**src/rtl/fslp_pkg.sv**
```systemverilog
// ----------------------------------------------------------------------------
// fslp_pkg
// types and constants shared by the fixed slot free list pool
// ----------------------------------------------------------------------------
package fslp_pkg;

    localparam int SLOT_W  = 8;
    localparam int LINK_W  = SLOT_W + 1;
    localparam int CHUNK_W = 5;

    localparam logic [CHUNK_W-1:0] CHUNK_RESET = 5'd5;
    localparam logic [CHUNK_W-1:0] CHUNK_MIN   = 5'd2;
    localparam logic [CHUNK_W-1:0] CHUNK_MAX   = 5'd16;

    localparam logic REQ_ALLOC = 1'b0;
    localparam logic REQ_FREE  = 1'b1;

    localparam logic STATUS_OK      = 1'b0;
    localparam logic STATUS_NO_ROOM = 1'b1;

    typedef struct packed {
        logic              req_type;
        logic [SLOT_W-1:0] free_slot;
    } t_req;

    typedef struct packed {
        logic [SLOT_W-1:0] slot;
        logic              status;
    } t_res;

    typedef enum logic [1:0] {
        ST_IDLE,
        ST_READ,
        ST_CARVE,
        ST_EMIT
    } t_state;

endpackage

```
**src/rtl/fslp_ram.sv**
```systemverilog
// ----------------------------------------------------------------------------
// fslp_ram
// generic single write port, single read port ram with registered read
// ----------------------------------------------------------------------------
module fslp_ram #(
    parameter int WIDTH = 9,
    parameter int DEPTH = 256
) (
    input  logic                     i_clk,
    input  logic                     i_we,
    input  logic [$clog2(DEPTH)-1:0] i_waddr,
    input  logic [WIDTH-1:0]         i_wdata,
    input  logic [$clog2(DEPTH)-1:0] i_raddr,
    output logic [WIDTH-1:0]         o_rdata
);

    logic [WIDTH-1:0] r_mem [DEPTH];
    logic [WIDTH-1:0] r_rdata;

    always_ff @(posedge i_clk) begin
        if (i_we) begin
            r_mem[i_waddr] <= i_wdata;
        end
        r_rdata <= r_mem[i_raddr];
    end

    assign o_rdata = r_rdata;

endmodule

```
**src/rtl/fixed_slot_free_list_pool.sv**
```systemverilog
// ----------------------------------------------------------------------------
// fixed_slot_free_list_pool
// fixed-size slot pool: linked free list in a link ram, bump pointer carving
// ----------------------------------------------------------------------------
//
//  channel | direction | handshake              | payload
//  --------+-----------+------------------------+---------------------------
//  request | in        | i_in_valid / o_in_ready | t_req  {req_type, free_slot}
//  result  | out       | o_out_valid / i_out_ready | t_res {slot, status}
//  config  | in        | i_cfg_we (no wait)     | i_cfg_wdata  chunk_size
//
//  a free needs no link ram read, a pop from the free list does one link ram read,
//  a carve writes one link per cycle for each slot after the first
//  one request is in flight at a time; results go to an output register, so a
//  new request is taken while the previous result still waits to be drained
//  a full output register holds the finished request in the emit state
//  reset clears head, carve pointer and chunk_size (to 5); the link ram needs
//  no clearing, every link is written before it is read
//
module fixed_slot_free_list_pool
    import fslp_pkg::*;
#(
    parameter int POOL_SLOTS = 256
) (
    input  logic               i_clk,
    input  logic               i_rst_n,
    input  logic               i_cfg_we,
    input  logic [CHUNK_W-1:0] i_cfg_wdata,
    input  logic               i_in_valid,
    output logic               o_in_ready,
    input  t_req               i_in_data,
    output logic               o_out_valid,
    input  logic               i_out_ready,
    output t_res               o_out_data
);

    // usable pool, capped by the 8-bit slot field
    localparam int SLOT_LIMIT = (POOL_SLOTS < 256) ? POOL_SLOTS : 256;
    localparam int ADDR_W     = $clog2(SLOT_LIMIT);
    localparam logic [LINK_W-1:0] LIMIT_V = LINK_W'(SLOT_LIMIT);

    t_state             r_state, n_state;
    logic [CHUNK_W-1:0] r_cfg_chunk;
    logic [SLOT_W-1:0]  r_head, n_head;
    logic               r_head_valid, n_head_valid;
    logic [LINK_W-1:0]  r_carve, n_carve;
    logic [LINK_W-1:0]  r_base, n_base;
    logic [CHUNK_W-1:0] r_chunk, n_chunk;
    logic [CHUNK_W-1:0] r_idx, n_idx;
    t_res               r_res, n_res;
    logic               r_out_valid, n_out_valid;
    t_res               r_out, n_out;

    // link ram ports
    logic              ram_we;
    logic [ADDR_W-1:0] ram_waddr;
    logic [LINK_W-1:0] ram_wdata;
    logic [LINK_W-1:0] ram_rdata;

    // request decode
    logic               accept;
    logic               out_free;
    logic               free_in_range;
    logic [CHUNK_W-1:0] eff_chunk;
    logic [LINK_W-1:0]  room_left;
    logic               has_room;
    logic               carve_last;
    logic [LINK_W-1:0]  carve_addr;
    logic [LINK_W-1:0]  carve_next;
    logic               done;

    fslp_ram #(
        .WIDTH (LINK_W),
        .DEPTH (SLOT_LIMIT)
    ) u_link_ram (
        .i_clk   (i_clk),
        .i_we    (ram_we),
        .i_waddr (ram_waddr),
        .i_wdata (ram_wdata),
        .i_raddr (r_head[ADDR_W-1:0]),
        .o_rdata (ram_rdata)
    );

    assign o_in_ready  = (r_state == ST_IDLE);
    assign accept      = i_in_valid && o_in_ready;
    assign out_free    = !r_out_valid || i_out_ready;
    assign o_out_valid = r_out_valid;
    assign o_out_data  = r_out;

    // chunk size clamped to 2..16
    always_comb begin
        eff_chunk = r_cfg_chunk;
        if (r_cfg_chunk < CHUNK_MIN) begin
            eff_chunk = CHUNK_MIN;
        end else if (r_cfg_chunk > CHUNK_MAX) begin
            eff_chunk = CHUNK_MAX;
        end
    end

    assign free_in_range = ({1'b0, i_in_data.free_slot} < LIMIT_V);
    assign room_left     = LIMIT_V - r_carve;
    assign has_room      = (r_carve <= LIMIT_V) &&
                           (room_left >= {{(LINK_W-CHUNK_W){1'b0}}, eff_chunk});
    assign carve_addr    = r_base + {{(LINK_W-CHUNK_W){1'b0}}, r_idx};
    assign carve_next    = carve_addr + LINK_W'(1);
    assign carve_last    = (r_idx == (r_chunk - CHUNK_W'(1)));

    // next state
    always_comb begin
        n_state = r_state;
        case (r_state)
            ST_IDLE: begin
                if (accept) begin
                    if (i_in_data.req_type == REQ_FREE || !has_room) begin
                        n_state = out_free ? ST_IDLE : ST_EMIT;
                    end else if (r_head_valid) begin
                        n_state = ST_READ;
                    end else begin
                        n_state = ST_CARVE;
                    end
                    // a pop from a non-empty list reads the link, room or not
                    if (i_in_data.req_type == REQ_ALLOC && r_head_valid) begin
                        n_state = ST_READ;
                    end
                end
            end
            ST_READ: begin
                n_state = out_free ? ST_IDLE : ST_EMIT;
            end
            ST_CARVE: begin
                if (carve_last) begin
                    n_state = out_free ? ST_IDLE : ST_EMIT;
                end
            end
            ST_EMIT: begin
                if (out_free) begin
                    n_state = ST_IDLE;
                end
            end
            default: begin
                n_state = ST_IDLE;
            end
        endcase
    end

    // datapath and link ram control
    always_comb begin
        n_head       = r_head;
        n_head_valid = r_head_valid;
        n_carve      = r_carve;
        n_base       = r_base;
        n_chunk      = r_chunk;
        n_idx        = r_idx;
        n_res        = r_res;
        ram_we       = 1'b0;
        ram_waddr    = '0;
        ram_wdata    = '0;
        done         = 1'b0;
        case (r_state)
            ST_IDLE: begin
                if (accept) begin
                    if (i_in_data.req_type == REQ_FREE) begin
                        // push onto the head; beyond-pool frees only echo
                        if (free_in_range) begin
                            ram_we       = 1'b1;
                            ram_waddr    = i_in_data.free_slot[ADDR_W-1:0];
                            ram_wdata    = {r_head_valid, r_head};
                            n_head       = i_in_data.free_slot;
                            n_head_valid = 1'b1;
                        end
                        n_res = '{slot: i_in_data.free_slot, status: STATUS_OK};
                        done  = 1'b1;
                    end else if (r_head_valid) begin
                        // pop: link of the head is read this cycle
                        n_res = '{slot: r_head, status: STATUS_OK};
                    end else if (!has_room) begin
                        n_res = '{slot: '0, status: STATUS_NO_ROOM};
                        done  = 1'b1;
                    end else begin
                        // carve: hand out base, base+1 becomes the head
                        n_res        = '{slot: r_carve[SLOT_W-1:0], status: STATUS_OK};
                        n_head       = SLOT_W'(r_carve + LINK_W'(1));
                        n_head_valid = 1'b1;
                        n_base       = r_carve;
                        n_chunk      = eff_chunk;
                        n_idx        = CHUNK_W'(1);
                        n_carve      = r_carve + {{(LINK_W-CHUNK_W){1'b0}}, eff_chunk};
                    end
                end
            end
            ST_READ: begin
                n_head       = ram_rdata[SLOT_W-1:0];
                n_head_valid = ram_rdata[SLOT_W];
                done         = 1'b1;
            end
            ST_CARVE: begin
                // links base+1 .. base+c-1, the last one null
                ram_we    = 1'b1;
                ram_waddr = carve_addr[ADDR_W-1:0];
                ram_wdata = carve_last ? '0 : {1'b1, carve_next[SLOT_W-1:0]};
                n_idx     = r_idx + CHUNK_W'(1);
                done      = carve_last;
            end
            ST_EMIT: begin
                done = 1'b1;
            end
            default: begin
                done = 1'b0;
            end
        endcase
    end

    // output register
    always_comb begin
        n_out_valid = r_out_valid && !i_out_ready;
        n_out       = r_out;
        if (done && out_free) begin
            n_out_valid = 1'b1;
            n_out       = n_res;
        end
    end

    always_ff @(posedge i_clk) begin
        if (!i_rst_n) begin
            r_state      <= ST_IDLE;
            r_cfg_chunk  <= CHUNK_RESET;
            r_head       <= '0;
            r_head_valid <= 1'b0;
            r_carve      <= '0;
            r_out_valid  <= 1'b0;
        end else begin
            r_state      <= n_state;
            r_head       <= n_head;
            r_head_valid <= n_head_valid;
            r_carve      <= n_carve;
            r_out_valid  <= n_out_valid;
            if (i_cfg_we) begin
                r_cfg_chunk <= i_cfg_wdata;
            end
        end
    end

    // payload registers
    always_ff @(posedge i_clk) begin
        r_base  <= n_base;
        r_chunk <= n_chunk;
        r_idx   <= n_idx;
        r_res   <= n_res;
        r_out   <= n_out;
    end

endmodule
```
**config.mk**
```make
export PLATFORM = sky130hd
export DESIGN_NAME = fixed_slot_free_list_pool
export DESIGN_NICKNAME = d
export VERILOG_FILES = /design/src/rtl/fslp_pkg.sv /design/src/rtl/fslp_ram.sv /design/src/rtl/fixed_slot_free_list_pool.sv
export SDC_FILE = /design/constraint.sdc
export NUM_CORES = 2
export LEC_CHECK = 0
export BUFFER_PORTS_ARGS = -buffer_cell sky130_fd_sc_hd__buf_4
export CORE_MARGIN = 5
export CORE_UTILIZATION = 63
export CTS_CLUSTER_SIZE = 14
export DETAILED_ROUTE_END_ITERATION = 8
export MAX_ROUTING_LAYER = met4
export PLACE_DENSITY = 0.82
export SYNTH_ARGS = -nofsm -noshare
export SYNTH_HDL_FRONTEND = slang
export SYNTH_SLANG_ARGS = --single-unit
```
**constraint.sdc**
```tcl
create_clock -name i_clk -period 18.15 [get_ports i_clk]
set_input_delay 1.815 -clock i_clk [delete_from_list [all_inputs] [get_ports i_clk]]
set_output_delay 1.815 -clock i_clk [all_outputs]
set_load 0.03 [all_outputs]
```
Word-level counts from Yosys, hierarchy flattened
Memories as Yosys holds them, arrays and structs flattened. A register that Yosys moved wholly into a read port is not among the register bits.
Index checks and enable logic that the tools add are counted.

storage, ports and cells
  memory bits (writable) = 2304
  output and inout bits = 11
  bits of input ports = 19
  memories kept = 1
  logic and storage cells = 106
  bits in registers = 62

memories
  name              words  width  rd ports  clocked after memory_dff  write ports  RTL line        RTL
  u_link_ram.r_mem  256    9      1         1                         1            fslp_ram.sv:17  logic [WIDTH-1:0] r_mem [DEPTH];

operators by class
  $add $sub $neg = 7
  multiplexer cells = 48
  bitwise gates (word level) = 2
  reductions and logical operators = 19
  $lt $le $gt $ge = 4
  eq/ne operators = 12

operators by type and width
  operator               count
  $mux W9                8
  $mux W8                6
  $pmux W8 S2            2
  $mux W5                6
  $pmux W9 S2            1
  $add A8 B1 Y8 const B  2
  $mux W2                7
  $mux W1                13
  $pmux W5 S2            1
  $reduce_and A5 Y1      2
  $add A9 B5 Y9          1
  $ge A9 B5 Y1           1
  $le A9 B9 Y1 const B   1
  $sub A9 B9 Y9 const A  1
  $add A8 B5 Y8          1
  $ne A2 B2 Y1 const B   4
  $pmux W2 S4            1
  $add A5 B1 Y5 const B  1
  $eq A5 B5 Y1           1
  $gt A5 B5 Y1 const B   1
  $logic_and A1 B1 Y1    5
  $lt A5 B2 Y1 const B   1
  $sub A5 B1 Y5 const B  1
  $eq A2 B2 Y1 const B   2
  15 further kinds       22

Logic depth before layout (Yosys ltp)
  word-level depth = 12
  depth in mapped cells = 13

Modules after synthesis
From an unflattened synthesis, not the netlist that was laid out.

second synthesis, totals
  cell total of the unflattened synthesis = 4685
  area total of the unflattened synthesis = 93289.5 µm²

modules (own cells, without submodules)
  module                     times used  area each (µm²)  cells each
  fslp_ram                   1           89278.1          4237
  fixed_slot_free_list_pool  1           4011.3           448

Worst setup path after synthesis
No wires, ideal clock.

  path kind = register to register
  from = register r_idx[0]
  to = memory u_link_ram.r_mem[0][7], data pin
  slack = 3872 ps
  data arrival time = 12091 ps
  library setup time = 2187 ps
  period minus slack after synthesis = 14278 ps
  stages on the path, launching flop included = 10
  required time = 15963 ps
  path buffers = 0
  path through = edfxtp_1 ha_1 fa_1 a21o_1 a21oi_1 xnor2_1 and3_1 nand3_1 xnor2_1 o21ai_0

between the ends
  word-level cells in the longest chain between the ends = 4

ends and longest elaborated chain
  item                    RTL line                          RTL
  start, declared         fixed_slot_free_list_pool.sv:49   logic [CHUNK_W-1:0] r_idx, n_idx;
  start signal, assigned  fixed_slot_free_list_pool.sv:247  r_idx <= n_idx;
  $add A8 B5 Y8           fixed_slot_free_list_pool.sv:104  assign carve_addr = r_base + {{(LINK_W-CHUNK_W){1'b0}}, r_idx};
  $add A8 B1 Y8           fixed_slot_free_list_pool.sv:105  assign carve_next = carve_addr + LINK_W'(1);
  $mux W9 *               fixed_slot_free_list_pool.sv:200  ram_wdata = carve_last ? '0 : {1'b1, carve_next[SLOT_W-1:0]};
  $pmux W9 S2 *           fixed_slot_free_list_pool.sv:159  case (r_state)
  named net ram_wdata[7]  fixed_slot_free_list_pool.sv:57   logic [LINK_W-1:0] ram_wdata;
  end, declared           fslp_ram.sv:17

Mark *: on every way through the listed nets, which the timed path passes. The rest lies on a longest branch.

==> impl_results.md <==
- Met2 usage in global routing: 49.72%
- PD cells: 133.3 nW/um^2
- YS warnings: 0
- Clk sink count: 2,375
- Synth-to-layout area growth: 9.698%
- Met1 Resource Use GR: 43.72%
- TritonCTS clock tree: yes
- Synth Register Bits: 2,375
- Most common cell after layout, fill and taps aside: edfxtp_1
- Period utilization: 35.16%
- Root buffer cell: clkbuf_16
- Post-cts sizing count: 0
- Hold Violations, Final: 0
- Largest net degree at the start of global routing: 221
- Worst Path Arrival: 7.04 ns
- Setup bufs post-CTS: 0
- Max-cap violation count: 1
- Synth top area share: 75.92%
- Syn_nets: 4,521
- Worst reg2reg startpoint: r_head[0]
- Failing checks: capacitance limit
- Register area share after synthesis: 76.88%
- Top post-synthesis cells by area: edfxtp_1 76%, mux4_2 13%, nor2_1 1.3%, mux2i_1 1.2%, dfxtp_1 0.96%
- Antenna viol nets, final: 0
- Layout cells sized above 1: 20.89%
- Horiz. Die Dim: 392.5 um
- Worst setup EP type: register
- Initial core utilization: 63.34%
- Initial antenna violation count: 11
- Commonest non-fill, non-tap cells in the layout: 2,331 x edfxtp_1, 540 x mux4_2, 307 x nor2_1
- CP Class: reg2reg
- Max_slew headroom: 0.5905%
- Most used routing layer: met2
- Leakage: 30.93 nW
- Worst hold path class: reg2reg
- Initial DRT Pass Iterations: 8
- Unrepaired setup endpoints after global routing: false
- Remaining global-route overflow: 0
- Final setup margin: 11.77 ns
- Vias: 49,760
- Clock-pin slew on the worst setup and hold paths: 0.06 ns
- Drt initial violations: 8,678
- VDD IR-drop max: 145.2 uV
- Post-route total power: 0.01348 W
- Mapped Area: 92,190 um^2
- Asr flop ratio synth: 0%
- Cell taking the most area after synthesis: edfxtp_1
- Drt wl/cell: 37.37 um
- Hold Path Cell Cnt: 2
- GR Util All Layers: 33.69%
- Final wirelength: 248.2 mm
- Top_reg_cell synth: edfxtp_1
- Max clock buf depth: 3
- Via density: 7.494
- Number of distinct library cells after synthesis: 70
- Syn Inst Count: 4,475
- Reg2Reg Setup Slack: 11.77 ns
- Placed wire-length estimate: 129.8 mm
- Hold_sp: r_res[4]
- Worst path required time: 18.81 ns
- Setup Skew: 0.06524 ns
- Die footprint: 154,100 um^2
- Reg2reg path depth: 9
- Reg2reg end: u_link_ram.o_rdata[3]
- Hold path endpoint: r_res[4]
- DRC: 0
- Setup violators final: 0
- Die Y: 392.5 um
- Number of synthesized flops with an enable pin: 2,331
- Syn_area_per_cell: 20.60 um^2
- Fin. max-slew vios: 0
- Input/output buffers: 29
- Status: finished with violations
- Core area: 145,600 um^2
- Global-route wire length before repair: 357.7 mm
- Max FO, Critical Path: 120
- Cts bufs inserted: 215
- Worst Tran Pin Value: 1.482 ns
- Clk Latency, worst-skew pair: 0.87 ns
- Sum of negative setup slack: 0 ns
- Period minus WS final: 6.382 ns
- Hold bufs inserted after CTS: 0
- Num rows: 140
- FMAX: 156.7 MHz
- Nets: 4,582
- Crit start category: register
- M3 GR Usage: 10.01%
- I/O pin count: 30
- Dpl ws: 11.82 ns
- Placed cells: 6,236
- RePlAce Congestion: 0.9198
- Layout Cells excl Fill: 6,640
- Htree depth: 4
- Vias in the first global route: 49,050
[critical path, cell delays in order, from the launching register on]
cell,delay [ns]
dfxtp_4,0.83
buf_12,0.58
buf_4,0.81
buf_12,0.75
mux4_2,0.62
a22o_1,0.31
a221oi_1,0.44
o22ai_1,0.17
a211oi_1,1.21
nor4_1,0.23
[power by group]
part | leakage, nW | switching, W | internal (W) | total [W]
Clock | 3.25 | 0.00205 | 0.00234 | 0.00439
Sequential | 21.7 | 0.000110 | 0.00642 | 0.00653
Combinational | 5.94 | 0.00172 | 0.000838 | 0.00256
[registers in the layout (all words and copies together) (netlist names), 8 cells and up]
name / cells
u_link_ram.r_mem: 2304
o_out_data: 9
r_carve: 9
r_res: 9
u_link_ram.o_rdata: 9
r_base: 8
r_head: 8
[per-stage QoR]
stage,util [%],instance area (um^2),hold WS (ns)
after floorplan,-,92190,0.4064
after global placement,64.91,94490,0.4573
after detailed placement,64.92,94500,0.4620
after CTS,69.46,101100,0.4821
after global routing,69.47,101100,0.5172
final,69.48,101100,0.4741
[cells in the mapped netlist (all sizes together), types with 6 or more instances]
| cell | number |
|---|---|
| nand3 | 29 |
| xnor2 | 23 |
| and2 | 10 |
| a21o | 6 |
| a22oi | 80 |
| a221oi | 30 |
| a31oi | 32 |
| ha | 25 |
| nand2 | 138 |
| a211oi | 33 |
| inv | 17 |
| o221ai | 36 |
| a21oi | 71 |
| o311a | 6 |
| nor3 | 14 |
| dfxtp | 44 |
| nor2 | 312 |
| clkbuf | 168 |
| mux2i | 114 |
| xor2 | 9 |
| edfxtp | 2331 |
| nor2b | 9 |
| mux4 | 540 |
| nor4 | 16 |
| o21ai | 62 |
| or2 | 7 |
| o22ai | 82 |
| nand2b | 11 |
| o211ai | 18 |
| buf | 98 |
| and3 | 9 |
| a22o | 42 |
[metal layers]
layer | part of all wire (%) | vias to the layer above
met5 | 0 | -
met4 | 6.5 | 0
met3 | 14 | 990
met2 | 47 | 4902
met1 | 32 | 25100
li1 | - | 18770
[how the worst max path moves through the flow]
stage	from	endpoint	slack (ns)	depth (start not counted)
after floorplan	r_idx[0]	u_link_ram.r_mem[0][7]	3.87	9
after global placement	r_head[0]	u_link_ram.o_rdata[3]	11.82	9
after detailed placement	r_head[0]	u_link_ram.o_rdata[3]	11.82	9
after CTS	r_head[0]	u_link_ram.o_rdata[3]	11.65	9
after global routing	r_head[0]	u_link_ram.o_rdata[3]	11.41	9
final	r_head[0]	u_link_ram.o_rdata[3]	11.77	9
[area by class of cell]
type	instances	area (um^2)
clock inverters	129	923.4
fillers	7709	44430
multi-input cells	1817	20270
flip-flops and latches	2375	70890
repair buffers	110	875.8
inverters	17	63.81
clock buffers	262	5683
well taps	1917	2399
diodes	13	32.53
[kinds of logic (layout without fill, tap and decap cells)]
logic type                 after synthesis  in the layout  share of synthesized area, %
AOI/OAI and AO/OA                      521            521                         3.930
buffers and inverters                  283            518                         1.301
xor gates and xnor gates                33             33                        0.3284
muxes                                  655            655                         14.44
and+or+nand+nor                        581            581                         2.736
other                                    0             13                             0
DFF                                   2375           2375                         76.88
adders and majority gates               27             27                        0.3827
No activity file was read; power rests on OpenSTA's default activity.
